File: src/rtl/core/kct_pkg.sv
// ----------------------------------------------------------------------------
// kct_pkg: shared types and constants of the keypad countdown timer
// Payload structs, command and status codes, mode encoding, timing constants.
// ----------------------------------------------------------------------------
package kct_pkg;

   localparam int unsigned NUM_DIGITS = 6;

   // command codes of a request item
   localparam logic [2:0] CMD_DIGIT  = 3'd0;
   localparam logic [2:0] CMD_CLEAR  = 3'd1;
   localparam logic [2:0] CMD_TOGGLE = 3'd2;
   localparam logic [2:0] CMD_STOP   = 3'd3;
   localparam logic [2:0] CMD_TICK   = 3'd4;

   // status codes of a response item
   localparam logic [1:0] STATUS_IDLE     = 2'd0;
   localparam logic [1:0] STATUS_RUNNING  = 2'd1;
   localparam logic [1:0] STATUS_PAUSED   = 2'd2;
   localparam logic [1:0] STATUS_FINISHED = 2'd3;

   localparam logic [3:0]  MAX_DIGIT = 4'd9;
   localparam logic [6:0]  MAX_FIELD = 7'd59;
   localparam logic [15:0] TPS_RESET = 16'd1000;

   // configuration register map (byte address bit 2 selects the word)
   localparam int unsigned CSR_ADDR_W = 3;
   localparam logic       CSR_IDX_TPS = 1'b0;

   typedef enum logic [3:0] {
      MODE_IDLE     = 4'b0001,
      MODE_RUNNING  = 4'b0010,
      MODE_PAUSED   = 4'b0100,
      MODE_FINISHED = 4'b1000
   } mode_type;

   typedef struct packed {
      logic [2:0] command;
      logic [3:0] digit;
   } req_type;

   typedef struct packed {
      logic [6:0] hours;
      logic [6:0] minutes;
      logic [6:0] seconds;
      logic [1:0] status;
      logic       buzzer_start;
      logic       buzzer_stop;
      logic       idle_and_empty;
   } rsp_type;

endpackage

File: src/rtl/core/kct_core.sv
// ----------------------------------------------------------------------------
// kct_core: timer state and per-item update
// Holds entry digits, mode, remaining time (hours/minutes/seconds) and the
// sub-second count; forms the response of the item from the updated state.
// ----------------------------------------------------------------------------
module kct_core
   import kct_pkg::*;
(
   input  logic        clock,
   input  logic        reset,
   input  logic        accept,
   input  req_type     req_data,
   input  logic [15:0] ticks_per_second,
   output rsp_type     result
);

   logic [3:0]  digits_ff [NUM_DIGITS];
   logic [3:0]  digits_in [NUM_DIGITS];
   mode_type    mode_ff, mode_in;
   logic [6:0]  hrs_ff, hrs_in;
   logic [5:0]  min_ff, min_in;
   logic [5:0]  sec_ff, sec_in;
   logic [15:0] sub_ff, sub_in;

   logic        buzz_start, buzz_stop;
   logic [16:0] sub_next;
   logic [3:0]  dig_sat;
   logic [6:0]  pair_h, pair_m, pair_s;
   logic [6:0]  ent_h, ent_m, ent_s;
   logic        entry_nonzero;

   function automatic logic [6:0] pair_value(input logic [3:0] tens, input logic [3:0] ones);
      return {tens, 3'b000} + {2'b00, tens, 1'b0} + {3'b000, ones};
   endfunction

   function automatic logic [5:0] clamp_field(input logic [6:0] v);
      return (v > MAX_FIELD) ? MAX_FIELD[5:0] : v[5:0];
   endfunction

   assign dig_sat  = (req_data.digit > MAX_DIGIT) ? MAX_DIGIT : req_data.digit;
   assign sub_next = {1'b0, sub_ff} + 17'd1;

   assign ent_h = pair_value(digits_ff[0], digits_ff[1]);
   assign ent_m = pair_value(digits_ff[2], digits_ff[3]);
   assign ent_s = pair_value(digits_ff[4], digits_ff[5]);
   assign entry_nonzero = (ent_h != 7'd0) || (ent_m != 7'd0) || (ent_s != 7'd0);

   always_comb begin
      digits_in  = digits_ff;
      mode_in    = mode_ff;
      hrs_in     = hrs_ff;
      min_in     = min_ff;
      sec_in     = sec_ff;
      sub_in     = sub_ff;
      buzz_start = 1'b0;
      buzz_stop  = 1'b0;

      case (req_data.command)
         CMD_DIGIT: begin
            if (mode_ff == MODE_IDLE) begin
               for (int i = 0; i < NUM_DIGITS - 1; i++) begin
                  digits_in[i] = digits_ff[i + 1];
               end
               digits_in[NUM_DIGITS - 1] = dig_sat;
            end
         end
         CMD_CLEAR: begin
            if (mode_ff == MODE_IDLE) begin
               for (int i = 0; i < NUM_DIGITS; i++) begin
                  digits_in[i] = 4'd0;
               end
            end
         end
         CMD_TOGGLE: begin
            unique case (mode_ff)
               MODE_IDLE: begin
                  if (entry_nonzero) begin
                     hrs_in  = ent_h;
                     min_in  = clamp_field(ent_m);
                     sec_in  = clamp_field(ent_s);
                     mode_in = MODE_RUNNING;
                     sub_in  = 16'd0;
                  end
               end
               MODE_RUNNING: mode_in = MODE_PAUSED;
               MODE_PAUSED: begin
                  mode_in = MODE_RUNNING;
                  sub_in  = 16'd0;
               end
               MODE_FINISHED: begin
                  mode_in   = MODE_IDLE;
                  hrs_in    = 7'd0;
                  min_in    = 6'd0;
                  sec_in    = 6'd0;
                  sub_in    = 16'd0;
                  buzz_stop = 1'b1;
                  for (int i = 0; i < NUM_DIGITS; i++) begin
                     digits_in[i] = 4'd0;
                  end
               end
               default: mode_in = mode_ff;
            endcase
         end
         CMD_STOP: begin
            mode_in   = MODE_IDLE;
            hrs_in    = 7'd0;
            min_in    = 6'd0;
            sec_in    = 6'd0;
            sub_in    = 16'd0;
            buzz_stop = 1'b1;
            for (int i = 0; i < NUM_DIGITS; i++) begin
               digits_in[i] = 4'd0;
            end
         end
         CMD_TICK: begin
            if (mode_ff == MODE_RUNNING) begin
               if (sub_next >= {1'b0, ticks_per_second}) begin
                  sub_in = 16'd0;
                  // borrow through seconds, minutes, hours
                  if (sec_ff != 6'd0) begin
                     sec_in = sec_ff - 6'd1;
                  end else if (min_ff != 6'd0) begin
                     min_in = min_ff - 6'd1;
                     sec_in = MAX_FIELD[5:0];
                  end else if (hrs_ff != 7'd0) begin
                     hrs_in = hrs_ff - 7'd1;
                     min_in = MAX_FIELD[5:0];
                     sec_in = MAX_FIELD[5:0];
                  end
                  if ((hrs_in == 7'd0) && (min_in == 6'd0) && (sec_in == 6'd0)) begin
                     mode_in    = MODE_FINISHED;
                     buzz_start = 1'b1;
                  end
               end else begin
                  sub_in = sub_next[15:0];
               end
            end
         end
         default: begin
         end
      endcase
   end

   // response reflects the state after the item
   assign pair_h = pair_value(digits_in[0], digits_in[1]);
   assign pair_m = pair_value(digits_in[2], digits_in[3]);
   assign pair_s = pair_value(digits_in[4], digits_in[5]);

   always_comb begin
      result.buzzer_start   = buzz_start;
      result.buzzer_stop    = buzz_stop;
      result.idle_and_empty = 1'b0;
      if (mode_in == MODE_IDLE) begin
         result.hours          = pair_h;
         result.minutes        = pair_m;
         result.seconds        = pair_s;
         result.idle_and_empty = (pair_h == 7'd0) && (pair_m == 7'd0) && (pair_s == 7'd0);
      end else begin
         result.hours   = hrs_in;
         result.minutes = {1'b0, min_in};
         result.seconds = {1'b0, sec_in};
      end
      unique case (mode_in)
         MODE_IDLE:     result.status = STATUS_IDLE;
         MODE_RUNNING:  result.status = STATUS_RUNNING;
         MODE_PAUSED:   result.status = STATUS_PAUSED;
         MODE_FINISHED: result.status = STATUS_FINISHED;
         default:       result.status = STATUS_IDLE;
      endcase
   end

   always_ff @(posedge clock) begin
      if (reset) begin
         mode_ff <= MODE_IDLE;
         hrs_ff  <= 7'd0;
         min_ff  <= 6'd0;
         sec_ff  <= 6'd0;
         sub_ff  <= 16'd0;
         for (int i = 0; i < NUM_DIGITS; i++) begin
            digits_ff[i] <= 4'd0;
         end
      end else if (accept) begin
         mode_ff   <= mode_in;
         hrs_ff    <= hrs_in;
         min_ff    <= min_in;
         sec_ff    <= sec_in;
         sub_ff    <= sub_in;
         digits_ff <= digits_in;
      end
   end

endmodule

File: src/rtl/core/keypad_countdown_timer_unit.sv
// ----------------------------------------------------------------------------
// keypad_countdown_timer_unit: HH:MM:SS countdown timer with keypad entry
// Takes digit, clear, start/pause, stop and tick items; gives one display
// item per request with mode and buzzer flags.
// ----------------------------------------------------------------------------
//
//  channel | direction | handshake            | payload
//  --------+-----------+----------------------+------------------------------
//  req     | in        | req_valid/req_stall  | req_type: command, digit
//  rsp     | out       | rsp_valid/rsp_stall  | rsp_type: h, m, s, status, flags
//  csr     | in/out    | APB psel/penable     | ticks_per_second at byte 0
//
//  One item per cycle while req_stall is low: the state update is a
//  single pass of shallow logic; the response is registered on accept.
//  A two-entry output buffer (output register plus skid) lets a new item
//  in while a finished response waits; req_stall rises only when both hold.
//  Reset (synchronous) clears digits, mode, remaining time, sub-second
//  count and the buffer, and sets ticks_per_second to 1000.
//
module keypad_countdown_timer_unit
   import kct_pkg::*;
(
   input  logic                  clock,
   input  logic                  reset,
   // request channel
   input  logic                  req_valid,
   output logic                  req_stall,
   input  req_type               req_data,
   // response channel
   output logic                  rsp_valid,
   input  logic                  rsp_stall,
   output rsp_type               rsp_data,
   // configuration port
   input  logic                  psel,
   input  logic                  penable,
   input  logic                  pwrite,
   input  logic [CSR_ADDR_W-1:0] paddr,
   input  logic [31:0]           pwdata,
   output logic [31:0]           prdata,
   output logic                  pready
);

   logic [15:0] tps_ff;
   logic        csr_write;
   logic        accept;
   logic        pop;
   rsp_type     result;

   // output buffer: head register and skid register
   rsp_type     head_ff;
   rsp_type     skid_ff;
   logic [1:0]  count_ff;

   // configuration: writes complete in the access phase, pready tied high
   assign pready    = 1'b1;
   assign csr_write = psel && penable && pwrite && pready;

   always_ff @(posedge clock) begin
      if (reset) begin
         tps_ff <= TPS_RESET;
      end else if (csr_write && (paddr[2] == CSR_IDX_TPS)) begin
         tps_ff <= pwdata[15:0];
      end
   end

   always_comb begin
      prdata = 32'd0;
      if (paddr[2] == CSR_IDX_TPS) begin
         prdata = {16'd0, tps_ff};
      end
   end

   // handshake: stall only when both buffer entries are occupied
   assign req_stall = (count_ff == 2'd2);
   assign accept    = req_valid && !req_stall;
   assign rsp_valid = (count_ff != 2'd0);
   assign pop       = rsp_valid && !rsp_stall;
   assign rsp_data  = head_ff;

   kct_core u_core (
      .clock            (clock),
      .reset            (reset),
      .accept           (accept),
      .req_data         (req_data),
      .ticks_per_second (tps_ff),
      .result           (result)
   );

   // buffer control: fill head first, park in skid when head is stalled
   always_ff @(posedge clock) begin
      if (reset) begin
         count_ff <= 2'd0;
      end else begin
         case (count_ff)
            2'd0: begin
               if (accept) begin
                  count_ff <= 2'd1;
               end
            end
            2'd1: begin
               if (accept && !pop) begin
                  count_ff <= 2'd2;
               end else if (!accept && pop) begin
                  count_ff <= 2'd0;
               end
            end
            2'd2: begin
               if (pop) begin
                  count_ff <= 2'd1;
               end
            end
            default: count_ff <= 2'd0;
         endcase
      end
   end

   // payload registers: no reset needed
   always_ff @(posedge clock) begin
      case (count_ff)
         2'd0: begin
            if (accept) begin
               head_ff <= result;
            end
         end
         2'd1: begin
            if (accept && pop) begin
               head_ff <= result;
            end else if (accept) begin
               skid_ff <= result;
            end
         end
         2'd2: begin
            if (pop) begin
               head_ff <= skid_ff;
            end
         end
         default: begin
         end
      endcase
   end

endmodule

File: config.mk
export PLATFORM = sky130hd
export DESIGN_NAME = keypad_countdown_timer_unit
export DESIGN_NICKNAME = d
export VERILOG_FILES = /design/src/rtl/core/kct_pkg.sv /design/src/rtl/core/kct_core.sv /design/src/rtl/core/keypad_countdown_timer_unit.sv
export SDC_FILE = /design/constraint.sdc
export NUM_CORES = 1
export LEC_CHECK = 0
export ABC_AREA = 0
export CELL_PAD_IN_SITES_DETAIL_PLACEMENT = 1
export CELL_PAD_IN_SITES_GLOBAL_PLACEMENT = 2
export CORE_ASPECT_RATIO = 2
export CORE_MARGIN = 2
export CORE_UTILIZATION = 36
export DETAILED_ROUTE_END_ITERATION = 12
export DONT_BUFFER_PORTS = 1
export MAX_ROUTING_LAYER = met4
export PLACE_DENSITY = 0.8
export RECOVER_POWER = 100
export SYNTH_ARGS = -nofsm -noshare
export SYNTH_HDL_FRONTEND = slang
export SYNTH_SLANG_ARGS = --single-unit
export TNS_END_PERCENT = 30
File: constraint.sdc
create_clock -name clock -period 5.2 [get_ports clock]
set_clock_uncertainty 0.2 [all_clocks]
set_input_delay 1.04 -clock clock [delete_from_list [all_inputs] [get_ports clock]]
set_output_delay 1.04 -clock clock [all_outputs]
set_load 0.01 [all_outputs]
== Word level (Yosys, flattened, before mapping) ==
Index checks and enable logic that the tools add are counted.
Word-level totals
  word-level logic and storage cells: 180
  input bits: 49
  memory bits (writable): 0
  bits in read-only memories: 0
  output and inout port bits: 61
  memories kept: 0
  flip-flop bits (word level): 133
  latch bits: 0
Operators by class
  mux-type cells: 70
  magnitude comparators: 4
  add/sub/neg operators: 16
  eq/ne operators: 21
  shifts and indexed selects: 0
  $mul: 0
  reductions and logical operators: 40
  divide/modulo/power cells: 0
  bitwise logic cells: 2
Operator list (number)
  $mux W6: 20
  $pmux W24 S4: 1
  $mux W26: 3
  $pmux W26 S3: 1
  $mux W24: 3
  $mux W16: 4
  $mux W7: 9
  $pmux W16 S3: 1
  $add A7 B4 Y7: 6
  $add A7 B5 Y7: 6
  $pmux W6 S3: 2
  $pmux W16 S2: 1
  $logic_not A7 Y1: 4
  $reduce_bool A7 Y1: 4
  $pmux W6 S2: 2
  $mux W21: 1
  $pmux W7 S3: 1
  $mux W4: 5
  $add A16 B1 Y17 const B: 1
  $ge A17 B16 Y1: 1
  $pmux W4 S4: 1
  $gt A7 B6 Y1 const B: 2
  $pmux W7 S2: 1
  $logic_and A1 B1 Y1: 12
  34 further kinds: 61

== Logic depth before layout (Yosys ltp) ==
  word-level depth: 18
  mapped depth: 19
  depth with buffers taken out: 16

== Cells and area by module ==
From an unflattened synthesis, not the netlist that was laid out.
Second synthesis, totals
  cells, all modules: 1046
  area total of the unflattened synthesis: 9621.7 µm²
By module, submodules not included
  kct_core: times used 1, cells each 841, sequential area each 1261.2 µm², area each 6545.0 µm²
  keypad_countdown_timer_unit: times used 1, cells each 205, sequential area each 1921.8 µm², area each 3076.7 µm²

== Worst setup path before layout ==
Ideal clock, no wire load.
  path type: input -> register
  start: input port req_data[4] (netlist bit)
  end: register head_ff, in the netlist rsp_data[0] (data pin)
  data arrival time: 5.000 ns
  stages: 15
  setup slack: -0.130 ns
  path buffers: 4
  cell sequence: clkbuf_1 -> nor2_1 -> and3_1 -> buf_2 -> clkbuf_1 -> clkbuf_1 -> a22o_1 -> fa_1 -> fa_1 -> or4_1 -> nor4_1 -> nand4_1 -> or4_1 -> nor3_1 -> mux2_2
RTL lines
  start, declared: line keypad_countdown_timer_unit.sv:28  | input req_type req_data,
  end signal, assigned: line keypad_countdown_timer_unit.sv:122  | head_ff <= result;
  end signal, assigned: line keypad_countdown_timer_unit.sv:127  | head_ff <= result;
  end signal, assigned: line keypad_countdown_timer_unit.sv:134  | head_ff <= skid_ff;
  end, declared: line keypad_countdown_timer_unit.sv:50  | rsp_type head_ff;

==> flow_summary.json <==
{
  "status": "finished with violations",
  "failed_checks": "capacitance limit, slew limit",
  "timing.fmax_ghz": 0.200,
  "cp_max_fo": 9,
  "grt_max_degree": 72,
  "dp_hpwl_um": 27900,
  "ys_ff_latch": 133,
  "grt_overflow_total": 0,
  "synthTopCellsByArea": "dfxtp_1, edfxtp_1, ha_1",
  "ys_dominant_reg_cell": "dfxtp_1",
  "cts_tree": "built",
  "r2r-end": "rsp_data[0]",
  "r2r_start": "u_core.mode_ff[0]",
  "rsz0062_at_grt": "false",
  "grt_pass1_wl_um": 53100,
  "clk_path_buf_depth": 2,
  "finalHoldViolations": 0,
  "hold_path.class": "reg -> reg",
  "slew-limit-headroom_pct": -12.3,
  "pin_count": 110,
  "cts.sinks": 133,
  "peakVddDrop_uv": 213,
  "synth_top_area_share_pct": 17.4,
  "drv_slew": 61,
  "drive_gt1_share_pct": 11.3,
  "antenna_left": 0,
  "yosysWarnings": 0,
  "post_cts_buffers": 0,
  "vias": 8622,
  "max_cap_violations": 2,
  "dieHeight_um": 231,
  "min_period_ps": 5000,
  "end_kind": "register",
  "cp-endpoint": "rsp_data[0]",
  "required_ps": 5320,
  "wl_per_cell_um": 23.7,
  "netlist_instances": 1085,
  "rows": 83,
  "synth_enable_flop_cells": 52,
  "worst_r2r_path_depth": 15,
  "startpoint": "u_core.mode_ff[0]",
  "drc_errors": 0,
  "avgSynthCellArea_um2": 8.57,
  "powerDensity_mw_per_mm2": 270,
  "grt_pass1_vias": 9103,
  "core-area_mm2": 0.0255,
  "syn2layout_area_growth_pct": 13.1,
  "ys_seq_area_share_pct": 34.2,
  "cp.arrival_ps": 5120,
  "rrSetupSlack_ps": 200,
  "first_pass_iters": 5,
  "dp_cells": 1445,
  "port_buffers": 0,
  "setup_violations": 0,
  "layout_common_cells": "nand2_1, nor2_1, a21oi_1",
  "synthArstFlopShare_pct": 0,
  "synth_cell_types": 84,
  "setup_tns_ps": 0,
  "netlist_area_mm2": 0.00930,
  "vias_per_cell": 5.84,
  "period_share_pct": 96.1,
  "dieArea_mm2": 0.0272,
  "insertion_delay_ps": 450,
  "p_leak_nw": 4.47,
  "synth_top_area_cell": "dfxtp_1",
  "fin_nets": 1249,
  "cts_buffers": 17,
  "antenna_found_initial": 0,
  "start_util_pct": 36.4,
  "fillers": 3112,
  "clk_pin_slew_ps": 60,
  "cp-start-kind": "register",
  "finalNonFillerCells": 1477,
  "diodes": 0,
  "fp.dieW_um": 118,
  "final_common_cell": "nand2_1",
  "place.gp.congestion": 0.994,
  "cts-root-buf": "clkbuf_16",
  "drtIter0Drc": 549,
  "routed_wl_um": 35000,
  "path_class": "reg -> reg",
  "h-tree-depth": 4,
  "gr-usage-all-layers_pct": 26.7,
  "worst_pin_slew_ps": 1680
}
## worst min path at each step
stage,start,endpoint,depth (start not counted)
floorplan,tps_ff[10],tps_ff[10],2
global placement,tps_ff[12],tps_ff[12],2
detailed placement,tps_ff[11],tps_ff[11],2
CTS,tps_ff[11],tps_ff[11],2
global route,tps_ff[14],tps_ff[14],2
finish,tps_ff[11],tps_ff[11],2
## where the power goes
part / total [mW] / switching [mW] / internal [mW]
logic: 0.422 / 0.274 / 0.148
registers: 1.19 / 0.0413 / 1.14
clock network: 1.24 / 0.523 / 0.712
## cell usage after synthesis, types with 9 or more instances
master and count:
nand2_1 125, nor2_1 119, a21oi_1 96, dfxtp_1 81, ha_1 64, edfxtp_1 52
o21ai_0 41, inv_1 39, clkbuf_1 34, a22o_1 31, xnor2_1 25, nand3_1 23
buf_4 20, a21o_1 19, nor3_1 19, o31ai_1 18, buf_2 16, a22oi_1 14
nand2b_1 13, and2_1 12, fa_1 12, mux2_2 12, a211oi_1 11, and3_1 11
o21ai_1 11, a211o_1 10, nand4_1 10, nor4_1 10, xor2_1 10, mux2i_1 9
## layout make-up
class | instances | area [µm²] | area share (%)
multi-input cells | 849 | 5610 | 53.4
flip-flops and latches | 133 | 3180 | 30.3
repair buffers | 83 | 568 | 5.40
clock buffers | 19 | 433 | 4.12
well taps | 340 | 425 | 4.04
inverters | 40 | 150 | 1.43
clock inverters | 13 | 145 | 1.38
## cell families (layout without fill, tap and decap cells)
group | count (synthesis) | in the layout | share of synthesized area [%]
flip-flops | 133 | 133 | 34.2
adder cells (fa/ha/maj) | 76 | 76 | 11.2
multiplexers | 23 | 23 | 2.70
AO/OA/AOI/OAI | 307 | 307 | 21.9
AND/OR/NAND/NOR | 391 | 391 | 20.7
XOR/XNOR | 35 | 35 | 3.30
other | 2 | 17 | 0.0808
buffers and inverters | 118 | 155 | 5.95
## worst max-delay path, cell delays in order, from the launching register on
cell and delay [ps]:
dfxtp_1 340, nor3_1 310, and2_1 320, nor2_1 100
a21o_1 310, buf_4 220, a22o_1 240, fa_1 540
fa_1 480, xnor2_1 420, nand4_1 150, nor4_1 210
nand4_1 110, or4_1 490, nor3_1 230, mux2_1 200
## through the flow
| stage | total power [mW] | worst slack, ps | utilization (%) | area [µm²] | hold slack [ps] |
|---|---|---|---|---|---|
| 3_5_place_dp | 1.63 | 51.7 | 39.2 | 10000 | 244 |
| 5_1_grt | 2.94 | 19.7 | 41.2 | 10500 | 269 |
| 3_3_place_gp | 1.62 | 174 | 39.2 | 10000 | 237 |
| 4_1_cts | 2.86 | 223 | 41.5 | 10600 | 252 |
| 2_1_floorplan | 1.48 | 36.0 | - | 9360 | 236 |
| 6_report | 2.84 | 203 | 41.2 | 10500 | 251 |
## routing by layer
layer	GRT usage, %	wire length, µm	vias to the layer above
met5	-	0	-
met4	20.4	2970	0
met3	3.94	1080	139
met2	51.1	19600	257
met1	22.8	11400	4242
li1	-	-	3984
## what timing repair did
action | CTS | global route
endpoints found under the setup margin | 0 | 2
hold buffers | 0 | 0
gates resized for setup | 0 | 1
## state kept, by name, summed over array words and instances, names as in the netlist
name and cells:
tps_ff 16, u_core.digits_ff 24, rsp_data 26, u_core.sub_ff 16, u_core.hrs_ff 7, u_core.sec_ff 6, count_ff 2, skid_ff 26
u_core.mode_ff 4, u_core.min_ff 6
(Power assumes the default switching activity.)
